`config.mk`:
```
export PLATFORM = sky130hd
export DESIGN_NAME = qba_div
export DESIGN_NICKNAME = d
export VERILOG_FILES = /design/src/sv/qba_pkg.sv /design/src/sv/qba_div.sv
export SDC_FILE = /design/constraint.sdc
export NUM_CORES = 1
export LEC_CHECK = 0
export ABC_CLOCK_PERIOD_IN_PS = 3900
export BUFFER_PORTS_ARGS = -buffer_cell sky130_fd_sc_hd__buf_2
export CAP_MARGIN = 20
export CORE_AREA = 2 2 146 148
export DETAILED_ROUTE_END_ITERATION = 8
export DIE_AREA = 0 0 148 150
export GPL_TIMING_DRIVEN = 0
export PLACE_DENSITY = 0.84
export REMOVE_ABC_BUFFERS = 1
export SYNTH_ARGS = -nofsm -noshare
export SYNTH_HDL_FRONTEND = slang
export SYNTH_SLANG_ARGS = --single-unit
```
`constraint.sdc`:
```
create_clock -name clock -period 3.9 [get_ports clock]
set_clock_uncertainty 0.05 [all_clocks]
set_input_delay 0.195 -clock clock [delete_from_list [all_inputs] [get_ports clock]]
set_output_delay 0.195 -clock clock [all_outputs]
set_load 0.02 [all_outputs]
```
`src/sv/qba_pkg.sv`:
```
package qba_pkg;

   // Field widths
   localparam int COORD_W = 32;
   localparam int DIR_W = 16;
   localparam int COUNT_W = 7;
   localparam int INDEX_W = 6;
   localparam int MAX_POINTS = 64;

   // Curve parameter t, unsigned with 16 fraction bits
   localparam int T_W = 17;
   localparam int T_ONE = 65536;

   // Shared iterative units
   localparam int SQRT_IN_W = 60;
   localparam int SQRT_OUT_W = 30;
   localparam int DIV_N_W = 61;
   localparam int DIV_D_W = 30;
   localparam int DIV_Q_W = 31;

   // Multiplier and accumulator
   localparam int MUL_A_W = 34;
   localparam int MUL_B_W = 33;
   localparam int PROD_W = MUL_A_W + MUL_B_W;
   localparam int ACC_W = 68;
   localparam int WGT_W = 33;

   // Stream beat widths
   localparam int REQ_W = 280;
   localparam int RSP_W = 104;

   // Clamp a wide signed value to the coordinate range
   function automatic logic signed [COORD_W-1:0] sat_coord(input logic signed [ACC_W-1:0] v);
      logic signed [ACC_W-1:0] hi;
      logic signed [ACC_W-1:0] lo;
      hi = {{(ACC_W-COORD_W+1){1'b0}}, {(COORD_W-1){1'b1}}};
      lo = ~hi;
      if (v > hi) begin
         sat_coord = hi[COORD_W-1:0];
      end else if (v < lo) begin
         sat_coord = lo[COORD_W-1:0];
      end else begin
         sat_coord = v[COORD_W-1:0];
      end
   endfunction

endpackage

```
`src/sv/qba_div.sv`:
```
module qba_div (
   input  logic                           clock,
   input  logic                           reset,
   input  logic                           start,
   input  logic [qba_pkg::DIV_N_W-1:0]    numer,
   input  logic [qba_pkg::DIV_D_W-1:0]    denom,
   output logic                           busy,
   output logic                           done,
   output logic [qba_pkg::DIV_Q_W-1:0]    quo,
   output logic [qba_pkg::DIV_N_W-1:0]    rem
);
   import qba_pkg::*;

   logic [DIV_N_W-1:0] rem_ff, rem_in;
   logic [DIV_N_W-1:0] dsh_ff, dsh_in;
   logic [DIV_Q_W-1:0] quo_ff, quo_in;
   logic [4:0]         cnt_ff, cnt_in;
   logic               busy_ff, busy_in;
   logic               done_ff, done_in;
   logic               ge;

   assign ge = rem_ff >= dsh_ff;

   // Restoring division, one quotient bit per cycle, MSB first
   always_comb begin
      rem_in = rem_ff;
      dsh_in = dsh_ff;
      quo_in = quo_ff;
      cnt_in = cnt_ff;
      busy_in = busy_ff;
      done_in = 1'b0;
      if (start) begin
         rem_in = numer;
         dsh_in = DIV_N_W'(denom) << (DIV_Q_W - 1);
         quo_in = '0;
         cnt_in = 5'(DIV_Q_W - 1);
         busy_in = 1'b1;
      end else if (busy_ff) begin
         if (ge) begin
            rem_in = rem_ff - dsh_ff;
         end
         quo_in = {quo_ff[DIV_Q_W-2:0], ge};
         dsh_in = dsh_ff >> 1;
         cnt_in = cnt_ff - 5'd1;
         if (cnt_ff == 5'd0) begin
            busy_in = 1'b0;
            done_in = 1'b1;
         end
      end
   end

   always_ff @(posedge clock) begin
      rem_ff <= rem_in;
      dsh_ff <= dsh_in;
      quo_ff <= quo_in;
      cnt_ff <= cnt_in;
      if (reset) begin
         busy_ff <= 1'b0;
         done_ff <= 1'b0;
      end else begin
         busy_ff <= busy_in;
         done_ff <= done_in;
      end
   end

   assign busy = busy_ff;
   assign done = done_ff;
   assign quo = quo_ff;
   assign rem = rem_ff;

endmodule

```
==> out/metrics.cfg <==
[outcome]
outcome=complete, but fails checks
violations=negative setup slack

[layout]
fillers=1781
seqCellArea_um2=4100
area_delta_synth_final_pct=24.3
antenna_cells=0
layout.nets=1467
layout-drive-gt1-share=0.205
multi_input_area_um2=5450

[die]
coreArea_um2=20700
start_util=0.482
ios=188
dieWidth_um=148
rows=53
die_area_um2=22200
die_h_um=150

[clock_network]
ctsRootBufferMaster=clkbuf_16
cts_max_level=4
clkTransAtPathRegs_ns=0.07
cts_buffer_depth=2
cts_made_buffers=17
tritoncts=built
cts_sinks=159
clock_latency_ns=0.43

[timing]
max_freq_ghz=0.254
max_slew.worst_pin.slew_ns=0.860
fin_setup_tns_ns=-0.436
hold_violations=0
relSlewSlack=0.423
layout_min_cycle_time_ns=3.93
final.setup.worst_slack_ns=-0.0305
fin_crit_sh=1.01
worst_hold_slack_ns=0.0151
setup_viol=24
maxSlewViolCount=0
rsz0062_at_grt=true

[synthesis]
synth_top_area_share=0.274
ys_seq_area_frac=0.411
synth_edf_count=91
netlist_instances=1105
async_reset_ff_frac=0
ys_types=75
synth.area.top_cells=edfxtp_1 (27%), dfxtp_1 (14%), ha_1 (7.7%)
synth_seq_cells=159
synthFlopType=edfxtp_1
avgSynthCellArea_um2=9.02
ys_warn_count=0
yosys.area.top_type=edfxtp_1
syn_area_um2=9970

[setup_path]
worst-r2r-setup-slack_ns=-0.03
criticalPathCategory=reg -> reg
crit_arrival_ns=4.08
r2r-end=rem[60]$_DFFE_PP_
cp_cell_sequence=ha_1 -> a21oi_2 -> o211ai_1 -> a221oi_2 -> a21boi_4 -> o21bai_2 -> o311ai_4 -> a31oi_4 -> a31oi_4 -> o41ai_4 -> buf_4 -> a21o_4 -> buf_12
cp-end-kind=flop
worstReg2RegStart=rem[12]$_DFFE_PP_
required_ns=4.05
max_stage_delay_ns=0.43
r2r_cells=13
crit_fanout=7
crit_top_cell=a31oi_4
startpoint_type=flop
crit_slowest_cell=ha_1

[power]
ir_worst_vdd_v=0.000279
total_power_mw=7.39
power.density_nw_per_um2=596
leakagePower_nw=5.30

[routing]
firstDrtPassIters=5
avgViaCountPerCell=5.54
ant_nets=0
drtIter0Drc=634
vias=8855
route.detailed.drc=0
routed_wl_mm=27.0
wl_per_cell_um=16.9

[grt]
antenna_found_initial=0
grt_max_degree=138
grt_pass1_vias=8439
grt_use_total=0.236
globalRoute.totalOverflow=0
grt_pass1_wl_mm=42.2

[worst_hold_path]
whs_endpoint=dsh_ff[53]$_DFFE_PP_
holdPathStages=3
min_from=denom[23]
hold_class=in -> reg

[place]
io_buffer_count=187
dp_slack_ns=-0.629
globalplace.congestion=0.928
hpwl_mm=18.1

[job]
cap_violations=0

[worst max-delay path: cells and delay by family (launching register included)]
kind	cells	cell delay, ns
AOI/OAI and AO/OA	10	2.43
buffers and inverters	2	0.36
adders and majority gates	1	0.43
DFF	1	0.40
[area by class of cell]
class,instances,area share
clock inverter,14,0.0112
clock buffer,18,0.0363
multi-input combinational,804,0.440
inverter,85,0.0257
timing repair buffer,244,0.128
tap,275,0.0278
sequential,159,0.331
[metal layers]
layer	wire, um	share of wire	up-vias	global-route usage
li1	-	-	4352	-
met4	612	0.023	0	0.0829
met2	12600	0.47	307	0.386
met1	12300	0.45	4147	0.318
met5	0	0	-	0
met3	1460	0.054	49	0.0369
[how the worst max path moves through the flow]
stage	cells past startpoint	end	from	slack [ns]
after floorplan	2	dsh_ff[30]$_DFFE_PP_	busy$_SDFF_PP0_	-1.43
after global placement	2	dsh_ff[30]$_DFFE_PP_	busy$_SDFF_PP0_	-3.13
after detailed placement	10	rem[27]$_DFFE_PP_	rem[8]$_DFFE_PP_	-0.63
after CTS	14	rem[56]$_DFFE_PP_	rem[0]$_DFFE_PP_	0.008
after global routing	13	rem[60]$_DFFE_PP_	rem[12]$_DFFE_PP_	-0.11
final	13	rem[60]$_DFFE_PP_	rem[12]$_DFFE_PP_	-0.03
[report_power, final]
group	leakage, nW	internal [mW]	switching [mW]
sequential	1.48	2.10	0.167
clock	0.291	0.889	0.785
combinational	3.52	1.35	2.10
total	5.30	4.34	3.05
[stage by stage]
stage / area [um^2] / util / cells
3_5_place_dp: 11100 / 0.535 / 1509
2_1_floorplan: 9680 / - / 1044
5_1_grt: 12400 / 0.599 / 1599
4_1_cts: 12200 / 0.591 / 1593
3_3_place_gp: 11000 / 0.530 / 1506
6_report: 12400 / 0.599 / 1599
[state kept, by name, indices dropped and copies added, names as in the netlist]
name	flops
dsh_ff	60
rem	61
busy	1
cnt_ff	5
quo	31
done	1
[synth_stat cells (4+ instances only)]
cell and instances:
xor2_1 20, o31ai_1 28, nand2b_1 7, nor2_1 97
xnor2_1 38, clkbuf_1 41, dfxtp_1 68, o21a_1 5
o21bai_1 11, edfxtp_1 91, ha_1 61, a31oi_1 6
nand2_1 127, inv_1 84, nor4_1 5, nand4_1 20
a22o_1 7, nor3_1 9, and3_1 6, a21o_1 37
nand3_1 20, a21oi_1 72, or3_1 4, o21ai_0 96
buf_1 7, mux2i_1 60
[logic make-up (layout without fill, tap and decap cells)]
logic type | after synthesis | in the layout | share of synthesized area
compound gates | 303 | 307 | 0.196
xor+xnor | 58 | 58 | 0.0510
fa+ha+maj | 62 | 62 | 0.0786
buf+inv | 146 | 361 | 0.0613
flops | 159 | 159 | 0.411
mux | 61 | 61 | 0.0614
simple gates | 316 | 316 | 0.141
[cell usage in the layout, fill, tap and decap left out, drive strengths merged, types with 4 or more instances in the layout]
cell type,n
a21boi,4
a21o,43
a21oi,72
a221o,4
a22o,7
a31oi,7
and2,4
and3,6
buf,196
clkbuf,18
clkinv,4
dfxtp,68
dlygate4sd3,48
edfxtp,91
ha,61
inv,94
mux2i,60
nand2,129
nand2b,7
nand3,20
nand4,20
nor2,97
nor3,9
nor4,5
o21a,5
o21ai,101
o21bai,11
o31ai,30
or3,6
xnor2,38
xor2,20
[timing repair]
item,CTS,global route
pin swaps,4,7
endpoints found under the setup margin,64,69
gates cloned,3,1
buffers inserted,1,5
hold buffers,48,0
hold endpoints to repair,49,0
resized for setup,10,13
(Power assumes the default switching activity.)
