**config.mk**
```make
export PLATFORM = sky130hd
export DESIGN_NAME = qba_isqrt
export DESIGN_NICKNAME = d
export VERILOG_FILES = /design/src/sv/qba_pkg.sv /design/src/sv/qba_isqrt.sv
export SDC_FILE = /design/constraint.sdc
export NUM_CORES = 1
export LEC_CHECK = 0
export ABC_AREA = 0
export ABC_CLOCK_PERIOD_IN_PS = 18500
export CORE_MARGIN = 5
export CORE_UTILIZATION = 45
export CTS_CLUSTER_DIAMETER = 100
export DETAILED_ROUTE_END_ITERATION = 8
export DONT_BUFFER_PORTS = 1
export SLEW_MARGIN = 20
export SYNTH_ARGS = -nofsm -noshare
export SYNTH_HDL_FRONTEND = slang
export SYNTH_SLANG_ARGS = --single-unit
```
**constraint.sdc**
```tcl
create_clock -name clock -period 18.5 [get_ports clock]
set_clock_uncertainty 0.1 [all_clocks]
set_input_delay 2.775 -clock clock [delete_from_list [all_inputs] [get_ports clock]]
set_output_delay 2.775 -clock clock [all_outputs]
set_load 0.03 [all_outputs]
```
**src/sv/qba_pkg.sv**
```systemverilog
package qba_pkg;

   // Field widths
   localparam int COORD_W = 32;
   localparam int DIR_W = 16;
   localparam int COUNT_W = 7;
   localparam int INDEX_W = 6;
   localparam int MAX_POINTS = 64;

   // Curve parameter t, unsigned with 16 fraction bits
   localparam int T_W = 17;
   localparam int T_ONE = 65536;

   // Shared iterative units
   localparam int SQRT_IN_W = 60;
   localparam int SQRT_OUT_W = 30;
   localparam int DIV_N_W = 61;
   localparam int DIV_D_W = 30;
   localparam int DIV_Q_W = 31;

   // Multiplier and accumulator
   localparam int MUL_A_W = 34;
   localparam int MUL_B_W = 33;
   localparam int PROD_W = MUL_A_W + MUL_B_W;
   localparam int ACC_W = 68;
   localparam int WGT_W = 33;

   // Stream beat widths
   localparam int REQ_W = 280;
   localparam int RSP_W = 104;

   // Clamp a wide signed value to the coordinate range
   function automatic logic signed [COORD_W-1:0] sat_coord(input logic signed [ACC_W-1:0] v);
      logic signed [ACC_W-1:0] hi;
      logic signed [ACC_W-1:0] lo;
      hi = {{(ACC_W-COORD_W+1){1'b0}}, {(COORD_W-1){1'b1}}};
      lo = ~hi;
      if (v > hi) begin
         sat_coord = hi[COORD_W-1:0];
      end else if (v < lo) begin
         sat_coord = lo[COORD_W-1:0];
      end else begin
         sat_coord = v[COORD_W-1:0];
      end
   endfunction

endpackage

```
**src/sv/qba_isqrt.sv**
```systemverilog
module qba_isqrt (
   input  logic                              clock,
   input  logic                              reset,
   input  logic                              start,
   input  logic [qba_pkg::SQRT_IN_W-1:0]     radicand,
   output logic                              busy,
   output logic                              done,
   output logic [qba_pkg::SQRT_OUT_W-1:0]    root
);
   import qba_pkg::*;

   logic [SQRT_IN_W:0] rem_ff, rem_in;
   logic [SQRT_IN_W:0] res_ff, res_in;
   logic [SQRT_IN_W:0] bit_ff, bit_in;
   logic               busy_ff, busy_in;
   logic               done_ff, done_in;
   logic [SQRT_IN_W:0] trial;

   assign trial = res_ff + bit_ff;

   // One result bit per cycle, bit walks down by powers of four
   always_comb begin
      rem_in = rem_ff;
      res_in = res_ff;
      bit_in = bit_ff;
      busy_in = busy_ff;
      done_in = 1'b0;
      if (start) begin
         rem_in = {1'b0, radicand};
         res_in = '0;
         bit_in = (SQRT_IN_W+1)'(1) << (SQRT_IN_W - 2);
         busy_in = 1'b1;
      end else if (busy_ff) begin
         if (rem_ff >= trial) begin
            rem_in = rem_ff - trial;
            res_in = (res_ff >> 1) + bit_ff;
         end else begin
            res_in = res_ff >> 1;
         end
         bit_in = bit_ff >> 2;
         if (bit_ff[0]) begin
            busy_in = 1'b0;
            done_in = 1'b1;
         end
      end
   end

   always_ff @(posedge clock) begin
      rem_ff <= rem_in;
      res_ff <= res_in;
      bit_ff <= bit_in;
      if (reset) begin
         busy_ff <= 1'b0;
         done_ff <= 1'b0;
      end else begin
         busy_ff <= busy_in;
         done_ff <= done_in;
      end
   end

   assign busy = busy_ff;
   assign done = done_ff;
   assign root = res_ff[SQRT_OUT_W-1:0];

endmodule

```
==> results.cfg <==
[run_status]
outcome = finished, final reports clean

[floorplan]
die_h_um = 188
starting_density_pct = 45.3
rows = 65
top_level_ports = 95
floorplan.die_area_mm2 = 0.0352
floorplan.die.width_um = 188
design.core.area_mm2 = 0.0314

[sta]
finalCritPeriodShare_pct = 39.6
finalWorstPathRequiredPeriod_ps = 7330
timing_hold_violations_final = 0
fmaxAchievable_ghz = 0.137
timing.slew.headroom_pct = 30.3
finalMaxSlewViolations = 0
setup_total_negative_slack_ps = 0
setup_repair_after_global_routing_missed_its_margin = no
setup_viol_count_final = 0
worst_slew_pin_slew_ps = 1040
hold_slack_ps = 385

[layout]
fraction_of_final_layout_cells_with_drive_strength_greater_than_1_pct = 4.59
layoutNonFillerInstCount = 2102
num_antenna_cells = 0
fill_cells = 3149
nNetsFinal = 1874
area.growth.synth_to_final_pct = 3.05

[detailed_routing]
total_iterations_of_the_first_detailed_routing_run = 5
drc = 0
post_drt_wl_per_cell_um = 20.0
ant_nets = 0
viasPerCell = 6.16
drt-initial-drc-count = 1279
dr.max_layer_used = met4
routed_wl_um = 42100
wl_met1_um = 20000
met2RoutedLength_um = 19000
via_count = 12948
detailroute.wirelength.met3_um = 2250

[yosys]
ys_types = 79
total_nets_after_synthesis = 1980
synth-edff-count = 60
avgSynthCellArea_um2 = 7.93
synth_async_sr_flop_share_pct = 0
yosys_warnings = 0
synth_ff_type = sky130_fd_sc_hd__dfxtp_1
syn-cell-area_mm2 = 0.0142
synthCells = 1793
ys_seq_elements = 154
synth.yosys.seq_area_share_pct = 25.9

[clock_tree]
later_pin_clock_latency_in_the_skew_report_ps = 450
cts-resized-gates = 0
hold_buffers = 0
clk_root_buffer_cell = sky130_fd_sc_hd__clkbuf_16
number_of_h_tree_levels = 4
clk_pin_slew_ps = 70
cts_max_path_buffers = 2
cts_tree = yes
clkSinkCount = 154
numCtsBuffers = 17
postCtsSetupRepairBufs = 0

[global_routing]
globalRouteTotalUtil_pct = 23.3
grt_start_max_net_pins = 210
grt_antenna_before_repair = 0
remaining_global_route_overflow = 0
grt_first_pass_wirelength_um = 67200
via_count_of_the_first_global_routing_pass = 12210

[power_and_ir_drop]
pwr_per_cell_area_mw_per_mm2 = 150
net-switching-power_mw = 1.06
power_switching_share_pct = 48.3
combinationalPowerShare_pct = 58.4
seq_power_share_pct = 25.8
vdd_ir_drop_max_mv = 0.100
clock_power_share_pct = 15.8
internal-power_mw = 1.14
leakagePower_nw = 5.38

[critical_path]
arrival_ps = 7590
crit_required_ps = 18760
crit_fanout = 72
crit_path_end_kind = flip-flop
timing.critical_path.from_type = flip-flop
path_class = reg -> reg
ff2ff_setup_slack_ps = 11170

[placement]
place.port_buffers = 0
post_detail_place_hpwl_um = 31100
gp_congestion = 0.938
dp_cells = 2070

[run]
max-cap-violations = 0

[min_path]
worstHoldPathType = reg -> reg
-- cells in the mapped netlist (33+ instances only) --
cell,count,area share [%]
sky130_fd_sc_hd__nand2_1,196,5.2
sky130_fd_sc_hd__nor2_1,181,4.8
sky130_fd_sc_hd__o21ai_0,142,5.0
sky130_fd_sc_hd__ha_1,123,11
sky130_fd_sc_hd__a21oi_1,117,4.1
sky130_fd_sc_hd__dfxtp_1,94,13
sky130_fd_sc_hd__clkbuf_1,75,2.0
sky130_fd_sc_hd__xor2_1,73,4.5
sky130_fd_sc_hd__xnor2_1,62,3.8
sky130_fd_sc_hd__edfxtp_1,60,13
sky130_fd_sc_hd__a31oi_1,57,2.5
sky130_fd_sc_hd__a21o_1,46,2.4
sky130_fd_sc_hd__a211oi_1,44,2.3
sky130_fd_sc_hd__nor3_1,42,1.5
sky130_fd_sc_hd__mux2i_1,39,2.7
sky130_fd_sc_hd__nand4_1,39,1.7
sky130_fd_sc_hd__o21bai_1,35,1.8
sky130_fd_sc_hd__inv_1,33,0.87
-- through the flow --
stage | utilization, % | setup WS (ps) | total power, mW | instance area, um^2
global route | 46.7 | 10560 | 2.37 | 14600
floorplan | - | 8990 | 1.58 | 14200
global placement | 44.9 | 11360 | 1.83 | 14100
detailed placement | 44.9 | 11080 | 1.83 | 14100
CTS | 46.7 | 11060 | 2.19 | 14600
finish | 46.7 | 11170 | 2.20 | 14600
-- state kept, by name (all words and copies together), names as in the netlist --
register	cells
res_ff	61
busy	1
rem_ff	61
done	1
bit_ff	30
-- layout make-up --
class                   count  area [um^2]  share of cell area, %
multi-input cells        1477         9750                   66.6
repair buffers              4         30.0                  0.205
inverters                  33          124                  0.846
well taps                 402          503                   3.43
clock buffers              17          425                   2.90
flip-flops and latches    154         3690                   25.2
clock inverters            15          128                  0.871
-- per-layer routing --
layer / vias up / global-route usage, %
li1: 6421 / -
met1: 6071 / 32.6
met2: 399 / 37.2
met3: 57 / 4.62
met4: 0 / 5.99
met5: - / 0
-- logic make-up after synthesis --
kind of cell,count (synthesis),synth area share (%)
XOR/XNOR,135,8.32
flip-flops,154,25.9
adder cells (fa/ha/maj),124,11.0
buffers and inverters,162,5.64
AO/OA/AOI/OAI,586,27.1
AND/OR/NAND/NOR,590,19.1
multiplexers,42,3.01
-- power groups by stage --
stage	combinational (mW)	sequential, mW	clock, mW
floorplan	1.06	0.520	0
global placement	1.25	0.573	0
detailed placement	1.26	0.570	0
CTS	1.27	0.567	0.353
global route	1.42	0.577	0.369
finish	1.28	0.567	0.347
-- worst max-delay path, stage by stage, from the launching register on --
cell                       delay [ps]
sky130_fd_sc_hd__dfxtp_1          620
sky130_fd_sc_hd__ha_1             380
sky130_fd_sc_hd__a211oi_1         270
sky130_fd_sc_hd__a211oi_1         170
sky130_fd_sc_hd__a211oi_2         740
sky130_fd_sc_hd__o41ai_1          170
sky130_fd_sc_hd__a31o_2           320
sky130_fd_sc_hd__a221oi_2         320
sky130_fd_sc_hd__o21bai_2         120
sky130_fd_sc_hd__a31o_2           280
sky130_fd_sc_hd__a41o_1           240
sky130_fd_sc_hd__xnor2_1          120
sky130_fd_sc_hd__ha_1             340
sky130_fd_sc_hd__and3_1           190
sky130_fd_sc_hd__nor3b_1          160
sky130_fd_sc_hd__and4_1           220
sky130_fd_sc_hd__a21bo_2          190
sky130_fd_sc_hd__a31oi_1          180
sky130_fd_sc_hd__a21boi_4         800
sky130_fd_sc_hd__buf_4            710
sky130_fd_sc_hd__nor3_1           160
sky130_fd_sc_hd__xnor2_1          160
sky130_fd_sc_hd__a211oi_1         210
-- path summary, 6_finish.rpt --
check	start	end	depth (start not counted)
worst max-delay path	res_ff[4]	res_ff[59]	22
worst min-delay path	rem_ff[60]	rem_ff[60]	2
worst max register to register	res_ff[4]	res_ff[59]	22
worst min register to register	rem_ff[60]	rem_ff[60]	2
-- cell usage in the layout, fill, tap and decap left out, drive strengths merged, types with 45 or more instances in the layout --
cell type  count
dfxtp         94
nor2         181
a21oi        118
xor2          73
o21ai        148
edfxtp        60
a31oi         57
nand2        196
ha           123
a21o          48
a211oi        45
xnor2         62
No activity file was read; power rests on OpenSTA's default activity.
